<file path="config.mk">
export PLATFORM = sky130hd
export DESIGN_NAME = two_wire_sensor_serial_master
export DESIGN_NICKNAME = d
export VERILOG_FILES = /design/src/design/twsm_pkg.sv /design/src/design/two_wire_sensor_serial_master.sv
export SDC_FILE = /design/constraint.sdc
export NUM_CORES = 1
export LEC_CHECK = 0
export ABC_CLOCK_PERIOD_IN_PS = 5300
export BUFFER_PORTS_ARGS = -buffer_cell sky130_fd_sc_hd__buf_4
export CAP_MARGIN = 30
export CORE_ASPECT_RATIO = 0.8
export CORE_MARGIN = 8
export CORE_UTILIZATION = 62
export CTS_BUF_LIST = sky130_fd_sc_hd__clkbuf_8
export DETAILED_ROUTE_END_ITERATION = 10
export PLACE_DENSITY_LB_ADDON = 0.05
export SLEW_MARGIN = 20
export SYNTH_ARGS = -nofsm -noshare
export SYNTH_HDL_FRONTEND = slang
export SYNTH_SLANG_ARGS = --single-unit
</file>
<file path="constraint.sdc">
create_clock -name aclk -period 5.3 [get_ports aclk]
set_clock_uncertainty 0.05 [all_clocks]
set_input_delay 0.53 -clock aclk [delete_from_list [all_inputs] [get_ports aclk]]
set_output_delay 0.53 -clock aclk [all_outputs]
set_load 0.005 [all_outputs]
</file>
<file path="src/design/twsm_pkg.sv">
// package for the two-wire sensor serial master
// holds the phase type, command codes, register indexes and the result record
// no dependencies
package twsm_pkg;

    // command codes carried in the request kind
    localparam logic [1:0] OP_TICK   = 2'd0;
    localparam logic [1:0] OP_READ   = 2'd1;
    localparam logic [1:0] OP_WRITE  = 2'd2;
    localparam logic [1:0] OP_RESYNC = 2'd3;

    // configuration register indexes
    localparam logic [1:0] CFG_HALF_BIT    = 2'd0;
    localparam logic [1:0] CFG_HOLD        = 2'd1;
    localparam logic [1:0] CFG_RESYNC_LOW  = 2'd2;
    localparam logic [1:0] CFG_RESYNC_WAIT = 2'd3;

    // reset values of the configuration registers
    localparam logic [7:0]  HALF_BIT_RESET    = 8'd5;
    localparam logic [7:0]  HOLD_RESET        = 8'd3;
    localparam logic [7:0]  RESYNC_LOW_RESET  = 8'd1;
    localparam logic [15:0] RESYNC_WAIT_RESET = 16'd2000;

    // write frames carry the address with the top bit set
    localparam logic [7:0] WRITE_FLAG = 8'h80;
    localparam logic [3:0] READ_LAST_BIT  = 4'd7;
    localparam logic [3:0] WRITE_LAST_BIT = 4'd15;

    typedef enum logic [2:0] {
        PH_IDLE   = 3'd0,
        PH_SEND   = 3'd1,
        PH_HOLD   = 3'd2,
        PH_RECV   = 3'd3,
        PH_RSLOW  = 3'd4,
        PH_RSWAIT = 3'd5
    } phase_t;

    // one result per tick
    typedef struct packed {
        logic       busy;
        logic [7:0] read_value;
        logic       drive_low;
        logic       sclk;
        logic       done;
    } result_t;

endpackage

</file>
<file path="src/design/two_wire_sensor_serial_master.sv">
// two-wire sensor serial master: clock plus one open-drain data line
// one request per base tick, one result per request; uses twsm_pkg
//
// channel   dir  handshake            payload
// s_        in   s_tvalid/s_tready    s_tdata: reg_addr, write_value, sdio_in; s_tuser: op
// m_        out  m_tvalid/m_tready    m_tdata: sclk, drive, read_value, busy; m_tlast: done
// cfg_      in   cfg_we               cfg_index, cfg_wdata
//
// every request is handled combinationally: the tick logic sits between the phase
// registers and the output register, so one request is taken each clock while s_tready is high
// a two-entry output stage (output register plus skid) keeps s_tready
// registered; a stalled result costs no request until both entries are full
// aresetn is synchronous and active low; it clears the tick state, the output valid flags and config
module two_wire_sensor_serial_master (
    input  logic        aclk,
    input  logic        aresetn,
    input  logic        s_tvalid,
    output logic        s_tready,
    input  logic [15:0] s_tdata,   // [6:0] reg_addr, [14:7] write_value, [15] sdio_in
    input  logic [1:0]  s_tuser,   // [1:0] op
    output logic        m_tvalid,
    input  logic        m_tready,
    output logic [15:0] m_tdata,   // [0] sclk_out, [1] sdio_drive_low, [9:2] read_value,
                                   // [10] busy_res, [15:11] zero
    output logic        m_tlast,   // done_res
    input  logic        cfg_we,
    input  logic [1:0]  cfg_index,
    input  logic [15:0] cfg_wdata
);
    import twsm_pkg::*;

    // configuration
    logic [7:0]  half_bit_reg;
    logic [7:0]  hold_reg;
    logic [7:0]  resync_low_reg;
    logic [15:0] resync_wait_reg;

    // tick state
    phase_t      phase_reg, phase_next;
    logic [3:0]  bit_index_reg, bit_index_next;
    logic [15:0] tick_count_reg, tick_count_next;
    logic [15:0] out_shift_reg, out_shift_next;
    logic [7:0]  in_shift_reg, in_shift_next;
    logic        is_read_reg, is_read_next;

    // output stage
    logic        out_valid_reg, skid_valid_reg;
    result_t     out_data_reg, skid_data_reg;
    result_t     result;

    logic        s_accept, m_take;
    logic [1:0]  op;
    logic [6:0]  reg_addr;
    logic [7:0]  write_value;
    logic        sdio_in;

    // state after a possible command start
    phase_t      ph_eff;
    logic [3:0]  bi_eff;
    logic [15:0] tc_eff;
    logic [15:0] os_eff;
    logic        ir_eff;

    logic [7:0]  half_eff, rlow_eff;
    logic [8:0]  period;
    logic [16:0] tick_inc;
    logic        bit_end, last_bit, low_end, wait_end, hold_end;

    assign op          = s_tuser;
    assign reg_addr    = s_tdata[6:0];
    assign write_value = s_tdata[14:7];
    assign sdio_in     = s_tdata[15];

    assign s_tready = ~skid_valid_reg;
    assign s_accept = s_tvalid & s_tready;
    assign m_take   = m_tvalid & m_tready;

    // configuration writes
    always_ff @(posedge aclk) begin
        if (!aresetn) begin
            half_bit_reg    <= HALF_BIT_RESET;
            hold_reg        <= HOLD_RESET;
            resync_low_reg  <= RESYNC_LOW_RESET;
            resync_wait_reg <= RESYNC_WAIT_RESET;
        end else if (cfg_we) begin
            case (cfg_index)
                CFG_HALF_BIT:    half_bit_reg    <= cfg_wdata[7:0];
                CFG_HOLD:        hold_reg        <= cfg_wdata[7:0];
                CFG_RESYNC_LOW:  resync_low_reg  <= cfg_wdata[7:0];
                CFG_RESYNC_WAIT: resync_wait_reg <= cfg_wdata;
                default: ;
            endcase
        end
    end

    // zero half period or zero low time counts as one tick
    assign half_eff = (half_bit_reg == 8'd0) ? 8'd1 : half_bit_reg;
    assign rlow_eff = (resync_low_reg == 8'd0) ? 8'd1 : resync_low_reg;
    assign period   = {half_eff, 1'b0};

    // command start while idle takes effect on the same tick
    always_comb begin
        ph_eff = phase_reg;
        bi_eff = bit_index_reg;
        tc_eff = tick_count_reg;
        os_eff = out_shift_reg;
        ir_eff = is_read_reg;
        if (phase_reg == PH_IDLE && op != OP_TICK) begin
            tc_eff = 16'd0;
            case (op)
                OP_RESYNC: begin
                    ph_eff = PH_RSLOW;
                    ir_eff = 1'b0;
                end
                OP_READ: begin
                    ph_eff = PH_SEND;
                    ir_eff = 1'b1;
                    os_eff = {1'b0, reg_addr, 8'h00};
                    bi_eff = READ_LAST_BIT;
                end
                default: begin
                    ph_eff = PH_SEND;
                    ir_eff = 1'b0;
                    os_eff = {WRITE_FLAG | {1'b0, reg_addr}, write_value};
                    bi_eff = WRITE_LAST_BIT;
                end
            endcase
        end
    end

    // shared counter compares
    assign tick_inc = {1'b0, tc_eff} + 17'd1;
    assign bit_end  = tick_inc >= {8'd0, period};
    assign last_bit = bi_eff == 4'd0;
    assign hold_end = tick_inc >= {9'd0, hold_reg};
    assign low_end  = tick_inc >= {9'd0, rlow_eff};
    assign wait_end = tick_inc >= {1'b0, resync_wait_reg};

    // next state
    always_comb begin
        phase_next      = ph_eff;
        bit_index_next  = bi_eff;
        tick_count_next = tick_inc[15:0];
        out_shift_next  = os_eff;
        in_shift_next   = in_shift_reg;
        is_read_next    = ir_eff;
        case (ph_eff)
            PH_SEND: begin
                if (bit_end) begin
                    tick_count_next = 16'd0;
                    if (last_bit) begin
                        if (!ir_eff) begin
                            phase_next = PH_IDLE;
                        end else if (hold_reg != 8'd0) begin
                            phase_next = PH_HOLD;
                        end else begin
                            phase_next     = PH_RECV;
                            bit_index_next = READ_LAST_BIT;
                        end
                    end else begin
                        bit_index_next = bi_eff - 4'd1;
                        out_shift_next = {os_eff[14:0], 1'b0};
                    end
                end
            end
            PH_HOLD: begin
                if (hold_end) begin
                    phase_next      = PH_RECV;
                    bit_index_next  = READ_LAST_BIT;
                    tick_count_next = 16'd0;
                end
            end
            PH_RECV: begin
                // sample on the first high tick of the bit
                if (tc_eff == {8'd0, half_eff}) begin
                    in_shift_next = {in_shift_reg[6:0], sdio_in};
                end
                if (bit_end) begin
                    tick_count_next = 16'd0;
                    if (last_bit) begin
                        phase_next = PH_IDLE;
                    end else begin
                        bit_index_next = bi_eff - 4'd1;
                    end
                end
            end
            PH_RSLOW: begin
                if (low_end) begin
                    tick_count_next = 16'd0;
                    phase_next = (resync_wait_reg != 16'd0) ? PH_RSWAIT : PH_IDLE;
                end
            end
            PH_RSWAIT: begin
                if (wait_end) begin
                    tick_count_next = 16'd0;
                    phase_next      = PH_IDLE;
                end
            end
            default: begin
                tick_count_next = tc_eff;
            end
        endcase
    end

    // pin levels and status of this tick
    always_comb begin
        result            = '0;
        result.sclk       = 1'b1;
        result.read_value = in_shift_next;
        result.busy       = ph_eff != PH_IDLE;
        case (ph_eff)
            PH_SEND: begin
                result.sclk      = tc_eff >= {8'd0, half_eff};
                result.drive_low = ~os_eff[15];
                result.done      = bit_end & last_bit & ~ir_eff;
            end
            PH_HOLD: ;
            PH_RECV: begin
                result.sclk = tc_eff >= {8'd0, half_eff};
                result.done = bit_end & last_bit;
            end
            PH_RSLOW: begin
                result.sclk = 1'b0;
                result.done = low_end & (resync_wait_reg == 16'd0);
            end
            PH_RSWAIT: begin
                result.done = wait_end;
            end
            default: ;
        endcase
    end

    // tick state registers
    always_ff @(posedge aclk) begin
        if (!aresetn) begin
            phase_reg      <= PH_IDLE;
            bit_index_reg  <= 4'd0;
            tick_count_reg <= 16'd0;
            out_shift_reg  <= 16'd0;
            in_shift_reg   <= 8'd0;
            is_read_reg    <= 1'b0;
        end else if (s_accept) begin
            phase_reg      <= phase_next;
            bit_index_reg  <= bit_index_next;
            tick_count_reg <= tick_count_next;
            out_shift_reg  <= out_shift_next;
            in_shift_reg   <= in_shift_next;
            is_read_reg    <= is_read_next;
        end
    end

    // output register with skid entry
    always_ff @(posedge aclk) begin
        if (!aresetn) begin
            out_valid_reg  <= 1'b0;
            skid_valid_reg <= 1'b0;
        end else if (skid_valid_reg) begin
            if (m_take) begin
                skid_valid_reg <= 1'b0;
            end
        end else if (s_accept) begin
            if (!out_valid_reg || m_take) begin
                out_valid_reg <= 1'b1;
            end else begin
                skid_valid_reg <= 1'b1;
            end
        end else if (m_take) begin
            out_valid_reg <= 1'b0;
        end
    end

    always_ff @(posedge aclk) begin
        if (skid_valid_reg) begin
            if (m_take) begin
                out_data_reg <= skid_data_reg;
            end
        end else if (s_accept) begin
            if (!out_valid_reg || m_take) begin
                out_data_reg <= result;
            end else begin
                skid_data_reg <= result;
            end
        end
    end

    assign m_tvalid = out_valid_reg;
    assign m_tlast  = out_data_reg.done;
    assign m_tdata  = {5'd0, out_data_reg.busy, out_data_reg.read_value,
                       out_data_reg.drive_low, out_data_reg.sclk};

    // checks
    a_skid_behind_out: assert property (@(posedge aclk) disable iff (!aresetn)
        skid_valid_reg |-> out_valid_reg)
        else $error("skid entry held without output entry");

    a_write_starts_send: assert property (@(posedge aclk) disable iff (!aresetn)
        (s_accept && phase_reg == PH_IDLE && op == OP_WRITE) |=> phase_reg == PH_SEND)
        else $error("write request did not enter send phase");

    a_recv_bit_range: assert property (@(posedge aclk) disable iff (!aresetn)
        phase_reg == PH_RECV |-> bit_index_reg <= READ_LAST_BIT)
        else $error("receive bit index out of range");

    a_done_is_busy: assert property (@(posedge aclk) disable iff (!aresetn)
        (s_accept && result.done) |=> phase_reg == PH_IDLE)
        else $error("command done but phase not idle");

endmodule

</file>
# Word-level counts from Yosys, hierarchy flattened
# Cells that the tools add are included.
# W data, S select, Z words.
classes:
  n_addsub: 2
  n_mux: 54
  reduce_logical: 24
  bitwise: 9
  n_lt_le_gt_ge: 5
  n_eq_ne: 13
ops:
  columns: ["op", "count"]
  rows:
  - ["$mux W16", 9]
  - ["$pmux W16 S4", 1]
  - ["$mux W12", 4]
  - ["$ge A17 B8 Y1", 2]
  - ["$mux W4", 8]
  - ["$mux W8", 4]
  - ["$pmux W16 S2", 1]
  - ["$mux W3", 10]
  - ["$add A16 B1 Y17 const B", 1]
  - ["$ge A17 B16 Y1", 1]
  - ["$ge A17 B9 Y1", 1]
  - ["$eq A16 B8 Y1", 1]
  - ["$ge A16 B8 Y1", 1]
  - ["$logic_not A16 Y1", 1]
  - ["$logic_not A8 Y1", 2]
  - ["$reduce_bool A16 Y1", 1]
  - ["$pmux W3 S5", 1]
  - ["$pmux W4 S3", 1]
  - ["$mux W1", 11]
  - ["$reduce_and A3 Y1", 3]
  - ["$pmux W4 S2", 1]
  - ["$reduce_and A2 Y1", 4]
  - ["$reduce_bool A2 Y1", 4]
  - ["$reduce_bool A8 Y1", 1]
  - ["other kinds (20)", 33]
word_totals:
  in_bits: 41
  regBits: 114
  wordCells: 129

# Logic depth before layout (Yosys ltp)
# Gate-level depths: netlist of run 1.
logic_depth:
  ltp_word: 11
  mapped_depth: 21

# Least setup slack after synthesis of run 1
# Ideal clock, no wire load.
synth_timing:
  path_kind: "input to register"
  from: "input port s_tuser[0]"
  to: "register out_shift_reg[5]"
  path_buffers: 5
  stages: 21
  setup_time_ns: 0.071
  slack_ns: 0.512
  arrival_ns: 4.667
  cell_sequence: "clkbuf_1 or2_2 nand2_1 clkbuf_1 and2_1 ha_1 clkbuf_1 nand3_1 or4_1 a21oi_2 ha_1 nand3_1 nor3_1 a221o_1 o41a_4 nand3_2 buf_12 buf_12 mux2i_1 nand2_1 a21oi_1"
synth_between:
  elab_chain_len: 7
  word_cells_on_any_way: 18
  cone_classes: "add/sub (1); order compare (1); eq/ne (3); mux (10); reduce/logical (3)"
synth_rtl:
  columns: ["element", "line", "rtl"]
  rows:
  - ["start: declaration", "two_wire_sensor_serial_master.sv:20", "input logic [1:0] s_tuser,"]
  - ["$reduce_bool A2 Y1, or another cell as far along", "two_wire_sensor_serial_master.sv:108", "if (phase_reg == PH_IDLE && op != OP_TICK) begin"]
  - ["$logic_and A1 B1 Y1 / $pmux W4 S2 (equally long branches)", "two_wire_sensor_serial_master.sv:108, two_wire_sensor_serial_master.sv:110", null]
  - ["$mux W16 / $mux W4 (equally long branches)", "two_wire_sensor_serial_master.sv:108", null]
  - ["$add A16 B1 Y17 / $logic_not A4 Y1 (equally long branches)", "two_wire_sensor_serial_master.sv:132, two_wire_sensor_serial_master.sv:134", null]
  - ["$ge A17 B9 Y1 / $mux W16 (equally long branches)", "two_wire_sensor_serial_master.sv:133, two_wire_sensor_serial_master.sv:151", null]
  - ["$mux W16", "two_wire_sensor_serial_master.sv:149", "if (bit_end) begin"]
  - ["$mux W16 (*)", "two_wire_sensor_serial_master.sv:147", "case (ph_eff)"]
  - ["end signal: assignment", "two_wire_sensor_serial_master.sv:246", "out_shift_reg <= out_shift_next;"]
  - ["end: declaration", "two_wire_sensor_serial_master.sv:42", "logic [15:0] out_shift_reg, out_shift_next;"]
# Every way passes the cells marked *; elsewhere a longest branch is shown, timed or not.
# A chain may end at the register's enable or synchronous reset.

# Worst setup path in the final report of run 1
layout_timing:
  from: "register phase_reg[1]"
  to: "register tick_count_reg[1]"
layout_between:
  elab_chain_len: 7
  word_cells_on_any_way: 20
  cone_classes: "add/sub (1); order compare (4); eq/ne (5); mux (7); reduce/logical (3)"
layout_rtl:
  columns: ["element", "line", "rtl"]
  rows:
  - ["start: declaration", "two_wire_sensor_serial_master.sv:39", "phase_t phase_reg, phase_next;"]
  - ["start signal: assignment", "two_wire_sensor_serial_master.sv:243", "phase_reg <= phase_next;"]
  - ["$logic_not A3 Y1", "two_wire_sensor_serial_master.sv:108", null]
  - ["$logic_and A1 B1 Y1", "two_wire_sensor_serial_master.sv:108", null]
  - ["$mux W16", "two_wire_sensor_serial_master.sv:108", null]
  - ["$add A16 B1 Y17", "two_wire_sensor_serial_master.sv:132", "assign tick_inc = {1'b0, tc_eff} + 17'd1;"]
  - ["$ge A17 B16 Y1, or another cell as far along", "two_wire_sensor_serial_master.sv:137", "assign wait_end = tick_inc >= {1'b0, resync_wait_reg};"]
  - ["$mux W16, on equally long branches", null, null]
  - ["$pmux W16 S4 (*)", "two_wire_sensor_serial_master.sv:147", null]
  - ["end signal: assignment", "two_wire_sensor_serial_master.sv:245", "tick_count_reg <= tick_count_next;"]
  - ["end: declaration", "two_wire_sensor_serial_master.sv:41", "logic [15:0] tick_count_reg, tick_count_next;"]
# Marks and branches as above.

==> results.py, run 1 <==
metrics = {
    "worst_setup_path": {
        "setup.worst_path.start_class": "register",
        "critPathMaxFanout": 16,
        "crit_required_ns": 5.62,
        "worst_r2r_path_depth": 15,
        "arrival_ns": 5.11,
        "setup.worst_path.class": "reg2reg",
        "worst_setup_path_end_kind": "register",
    },
    "global_routing": {
        "grt_overflow": 0,
        "grt_first_pass_wirelength_mm": 30.4,
        "grt_antenna_before_repair": 0,
        "grt_max_degree": 38,
        "groute.usage.overall": 0.247,
        "first_global_vias": 6075,
    },
    "timing": {
        "slew_headroom": 0.457,
        "finalCritPeriodShare": 0.903,
        "hold_slack_ns": 0.232,
        "timing_hold_violations_final": 0,
        "achievable-frequency_mhz": 209,
        "setup_viol_count_final": 0,
        "final-max-slew-violation-count": 0,
        "fin_crit_ns": 4.79,
        "timing_worst_slew_pin_value_ns": 0.811,
        "setup_total_negative_slack_ns": 0,
        "rsz0062_at_grt": "false",
    },
    "detailed_routing": {
        "drt-vias-per-instance": 6.17,
        "route.vias.total": 6357,
        "ant_nets": 0,
        "drc": 0,
        "number_of_search_and_repair_iterations_in_the_first_detailed_routing_pass": 5,
        "wire_per_inst_um": 18.1,
        "postRouteWirelength_mm": 18.6,
        "drtIter0Drc": 636,
    },
    "run_status": {
        "status": "finished, final reports clean",
    },
    "synth": {
        "yosysWarnings": 0,
        "avgSynthCellArea_sq_um": 8.55,
        "ys_async_sr_fraction": 0,
        "post_synthesis_cell_area_sq_um": 7120,
        "ys.flop_type": "sky130_fd_sc_hd__dfxtp_1",
        "netlist_top_cells_area": "sky130_fd_sc_hd__dfxtp_1, sky130_fd_sc_hd__edfxtp_1, sky130_fd_sc_hd__ha_1",
        "synth.ff_latch_count": 114,
        "synth_top_cell_by_area": "sky130_fd_sc_hd__dfxtp_1",
        "netlist.area_leader.share": 0.253,
        "synth_cells": 833,
        "seq_area_frac_synth": 0.354,
        "netlist-cell-type-count": 83,
        "synth_enable_flop_cells": 24,
    },
    "finish": {
        "footprint_of_the_multi_input_gates_sq_um": 4190,
        "area.sequential_sq_um": 2520,
        "layout.filler_cells": 903,
        "mostFrequentLayoutCell": "sky130_fd_sc_hd__nand2_1",
        "nets": 954,
        "mostFrequentLayoutCells": "sky130_fd_sc_hd__nand2_1, sky130_fd_sc_hd__dfxtp_1, sky130_fd_sc_hd__nor2_1, sky130_fd_sc_hd__a21oi_1, sky130_fd_sc_hd__buf_4",
        "antenna-diode-count": 0,
        "share_of_layout_cells_above_drive_strength_1": 0.176,
        "layout-area-overhead-vs-synth_pct": 11.1,
    },
    "flow_run": {
        "max-cap-violations": 0,
    },
    "die": {
        "coreArea_sq_um": 11300,
        "design.die.area_sq_um": 15200,
        "die_h_um": 112,
        "initial_core_util": 0.628,
        "ios": 60,
        "chipWidth_um": 136,
        "fp-row-count": 35,
    },
    "clock_tree": {
        "hold_buffers": 0,
        "clk_root_buffer_cell": "sky130_fd_sc_hd__clkbuf_8",
        "clk_latency_ns": 0.45,
        "clk_pin_slew_ns": 0.07,
        "cts_max_path_buffers": 2,
        "cts.repair_timing.setup_buffer_count": 0,
        "tritoncts_num_sinks": 114,
        "tritoncts.num_buffers": 17,
        "tritoncts": "yes",
        "htree_levels": 4,
        "cts_resized": 0,
    },
    "pwr": {
        "cellPowerDensity_nw_per_um2": 266,
        "worst_ir_drop_vdd_v": 0.000192,
        "p_leak_nw": 3.25,
    },
    "worst_hold_path": {
        "hold_path_depth": 2,
        "hold_crit_path_type": "in2reg",
    },
    "place": {
        "io_buffers": 54,
        "gpl.final_weighted_congestion": 0.929,
        "detailedPlacementHpwl_mm": 13.6,
    },
}
layout make-up:
class                           count  area share
Clock inverter                     15      0.0166
Tap cell                          148      0.0234
Inverter                           45      0.0214
Sequential cell                   114       0.319
Clock buffer                       17      0.0296
Timing Repair Buffer               63      0.0598
Multi-Input combinational cell    628       0.530
where the power goes:
group | internal [mW] | switching, mW
clock | 0.373 | 0.410
sequential | 0.931 | 0.0299
combinational | 0.142 | 0.214
cells by family (layout without fill, tap and decap cells):
group / Yosys count / after routing / synth area share
multiplexers: 52 / 52 / 0.0777
flip-flops: 114 / 114 / 0.354
adder cells (fa/ha/maj): 45 / 45 / 0.0787
AND/OR/NAND/NOR: 321 / 321 / 0.225
AO/OA/AOI/OAI: 192 / 192 / 0.186
other: 1 / 5 / 0.000527
buffers and inverters: 95 / 140 / 0.0594
XOR/XNOR: 13 / 13 / 0.0179
worst paths after layout:
check | from | endpoint | slack, ns
worst max-delay path | phase_reg[1]$_SDFFE_PN0P_ | tick_count_reg[1]$_SDFFE_PN0P_ | 0.51
worst min-delay path | m_tready | skid_valid_reg$_SDFF_PN0_ | 0.23
worst max register to register | phase_reg[1]$_SDFFE_PN0P_ | tick_count_reg[1]$_SDFFE_PN0P_ | 0.51
worst min register to register | out_shift_reg[12]$_SDFFE_PN0P_ | out_shift_reg[12]$_SDFFE_PN0P_ | 0.40
stage by stage:
step / instance area, sq um / setup slack [ns] / cells / power [mW] / utilization
finish: 7910 / 0.515 / 1030 / 2.10 / 0.697
detailed placement: 7540 / 0.464 / 998 / 1.33 / 0.665
global placement: 7530 / 0.683 / 997 / 1.32 / 0.664
global route: 7910 / 0.104 / 1030 / 2.18 / 0.697
floorplan: 7130 / 0.512 / 837 / 1.22 / -
CTS: 7910 / 0.563 / 1030 / 2.10 / 0.697
routing by layer:
metal / track usage / share of wire
met2: 0.371 / 0.45
met4: 0.0775 / 0.013
met5: 0 / 0
met3: 0.0563 / 0.064
met1: 0.341 / 0.47
Yosys cell counts (17+ instances only):
cell                       count
sky130_fd_sc_hd__mux2_2       21
sky130_fd_sc_hd__clkbuf_1     34
sky130_fd_sc_hd__inv_1        44
sky130_fd_sc_hd__a21oi_1      76
sky130_fd_sc_hd__nor3_1       20
sky130_fd_sc_hd__o21ai_0      17
sky130_fd_sc_hd__ha_1         44
sky130_fd_sc_hd__edfxtp_1     24
sky130_fd_sc_hd__nor2_1       77
sky130_fd_sc_hd__nand3_1      19
sky130_fd_sc_hd__dfxtp_1      90
sky130_fd_sc_hd__mux2i_1      29
sky130_fd_sc_hd__nand2_1     116
worst max-delay path, cell delays in order, from the launching register on:
cell and delay (ns):
sky130_fd_sc_hd__dfxtp_1 0.50, sky130_fd_sc_hd__or3_4 0.50, sky130_fd_sc_hd__o21ai_1 0.29, sky130_fd_sc_hd__inv_1 0.17, sky130_fd_sc_hd__ha_1 0.31, sky130_fd_sc_hd__xor2_1 0.51
sky130_fd_sc_hd__ha_1 0.36, sky130_fd_sc_hd__a211oi_1 0.24, sky130_fd_sc_hd__nor3_1 0.10, sky130_fd_sc_hd__a2111oi_0 0.50, sky130_fd_sc_hd__nor3_1 0.15, sky130_fd_sc_hd__o32ai_1 0.23
sky130_fd_sc_hd__a22o_1 0.30, sky130_fd_sc_hd__o21a_4 0.28, sky130_fd_sc_hd__a22oi_1 0.12, sky130_fd_sc_hd__nor2_1 0.13
Note: power is estimated with default switching activity, not from simulation.
==> run 2: changes to the inputs <==
- CORE_UTILIZATION: 62 -> 35
- SETUP_SLACK_MARGIN: not set -> 0.05
==> run 2 against run 1 <==
Net effect:
- setup slack better by 0.018 ns
- sequential share of layout area is 0.71 points lower
- critical endpoint is now out_shift_reg[9]$_SDFFE_PN0P_
- total power is 2.1% higher
==> results.py, run 2 (same netlist as run 1, synthesis figures left out) <==
metrics = {
    "run_status": {
        "status": "finished, final reports clean",
    },
    "finish": {
        "layoutNonFillerInstCount": 1147,
        "post-route-util": 0.406,
        "nets": 955,
        "share_of_layout_cells_above_drive_strength_1": 0.178,
        "mostFrequentLayoutCells": "sky130_fd_sc_hd__nand2_1, sky130_fd_sc_hd__dfxtp_1, sky130_fd_sc_hd__nor2_1, sky130_fd_sc_hd__a21oi_1, sky130_fd_sc_hd__buf_4",
        "layout-area-overhead-vs-synth_pct": 13.6,
        "antenna-diode-count": 0,
        "mostFrequentLayoutCell": "sky130_fd_sc_hd__nand2_1",
        "post-route-cell-area_sq_um": 8080,
    },
    "detailed_routing": {
        "drtIter0Drc": 515,
        "drc": 0,
        "drt-vias-per-instance": 5.45,
        "wire_per_inst_um": 18.1,
        "route.vias.total": 6249,
        "ant_nets": 0,
        "number_of_search_and_repair_iterations_in_the_first_detailed_routing_pass": 5,
        "postRouteWirelength_mm": 20.7,
    },
    "global_routing": {
        "groute.usage.overall": 0.166,
        "grt_max_degree": 72,
        "grt_most_used_layer": "met2",
        "first_global_vias": 6050,
        "grt_antenna_before_repair": 0,
        "gr-usage-met3": 0.0375,
        "met1_usage": 0.238,
        "grtUsageMet2": 0.245,
        "grt_first_pass_wirelength_mm": 33.3,
        "grt_overflow": 0,
    },
    "flow_run": {
        "max-cap-violations": 0,
    },
    "clock_tree": {
        "htree_levels": 4,
        "hold_buffers": 0,
        "cts_max_path_buffers": 2,
        "clk_root_buffer_cell": "sky130_fd_sc_hd__clkbuf_8",
        "clk_latency_ns": 0.44,
        "tritoncts.num_buffers": 17,
        "cts.repair_timing.setup_buffer_count": 0,
        "tritoncts_num_sinks": 114,
        "clk_pin_slew_ns": 0.08,
        "cts_resized": 0,
        "tritoncts": "yes",
    },
    "worst_setup_path": {
        "arrival_ns": 5.08,
        "critPathMaxFanout": 19,
        "worst_setup_path_end_kind": "register",
        "setup.worst_path.start_class": "register",
        "crit_required_ns": 5.61,
        "setup.worst_path.class": "reg2reg",
    },
    "die": {
        "initial_core_util": 0.357,
        "fp-row-count": 46,
        "design.die.area_sq_um": 25200,
        "chipWidth_um": 175,
        "coreArea_sq_um": 19900,
        "die_h_um": 144,
        "ios": 60,
    },
    "place": {
        "post-place-cells": 1115,
        "detailedPlacementHpwl_mm": 15.1,
        "io_buffers": 54,
        "gpl.final_weighted_congestion": 0.838,
        "placed_cell_area_sq_um": 7690,
    },
    "timing": {
        "timing_hold_violations_final": 0,
        "rsz0062_at_grt": "false",
        "achievable-frequency_mhz": 210,
        "final-max-slew-violation-count": 0,
        "slew_headroom": 0.426,
        "setup_viol_count_final": 0,
        "fin_crit_ns": 4.77,
        "finalCritPeriodShare": 0.900,
        "timing_worst_slew_pin_value_ns": 0.862,
        "setup_total_negative_slack_ns": 0,
    },
    "pwr": {
        "power.total_mw": 2.14,
        "p_leak_nw": 3.26,
        "worst_ir_drop_vdd_v": 0.000136,
        "cellPowerDensity_nw_per_um2": 265,
    },
    "worst_hold_path": {
        "hold_crit_path_type": "in2reg",
    },
}
[run 2: final cells by class]
class,instances,area (sq um)
Clock inverter,15,158
Tap cell,264,330
Multi-Input combinational cell,628,4190
Timing Repair Buffer,64,480
Inverter,45,169
Fill cell,2040,11800
Clock buffer,17,234
Sequential cell,114,2520
[run 2: worst paths after layout]
| kind | to | cells past startpoint | slack (ns) | from |
|---|---|---|---|---|
| hold reg to reg | out_shift_reg[3]$_SDFFE_PN0P_ | 2 | 0.40 | out_shift_reg[3]$_SDFFE_PN0P_ |
| setup reg to reg | out_shift_reg[9]$_SDFFE_PN0P_ | 16 | 0.53 | phase_reg[2]$_SDFFE_PN0P_ |
| hold / removal | skid_valid_reg$_SDFF_PN0_ | 2 | 0.22 | m_tready |
| setup / recovery | out_shift_reg[9]$_SDFFE_PN0P_ | 16 | 0.53 | phase_reg[2]$_SDFFE_PN0P_ |
[run 2: worst max-delay path, stage by stage, from the launching register on]
cell	delay [ns]
sky130_fd_sc_hd__dfxtp_1	0.61
sky130_fd_sc_hd__or3_4	0.26
sky130_fd_sc_hd__o21ai_1	0.13
sky130_fd_sc_hd__inv_1	0.19
sky130_fd_sc_hd__ha_1	0.33
sky130_fd_sc_hd__nand3_1	0.25
sky130_fd_sc_hd__or4_1	0.50
sky130_fd_sc_hd__a21oi_2	0.25
sky130_fd_sc_hd__ha_1	0.28
sky130_fd_sc_hd__nand3_1	0.10
sky130_fd_sc_hd__nor3_1	0.06
sky130_fd_sc_hd__a221o_1	0.34
sky130_fd_sc_hd__o41a_4	0.41
sky130_fd_sc_hd__nand3_2	0.42
sky130_fd_sc_hd__mux2i_1	0.25
sky130_fd_sc_hd__nand2_1	0.07
sky130_fd_sc_hd__a21oi_1	0.17
[run 2: through the flow]
step	hold slack [ns]	worst slack [ns]
2_1_floorplan	0.381	0.512
3_3_place_gp	0.389	0.437
3_5_place_dp	0.395	0.330
4_1_cts	0.186	0.507
5_1_grt	0.193	0.239
6_report	0.223	0.532
[run 2: power breakdown]
| part | total [mW] | internal, mW | switching (mW) |
|---|---|---|---|
| Clock | 0.821 | 0.420 | 0.401 |
| Combinational | 0.361 | 0.142 | 0.219 |
| Sequential | 0.961 | 0.931 | 0.0302 |
| Total | 2.14 | 1.49 | 0.650 |
[run 2: metal layers]
layer,wire (um),vias to the layer above
li1,-,3059
met5,0,-
met1,10400,2997
met2,8930,179
met4,184,0
met3,1190,14
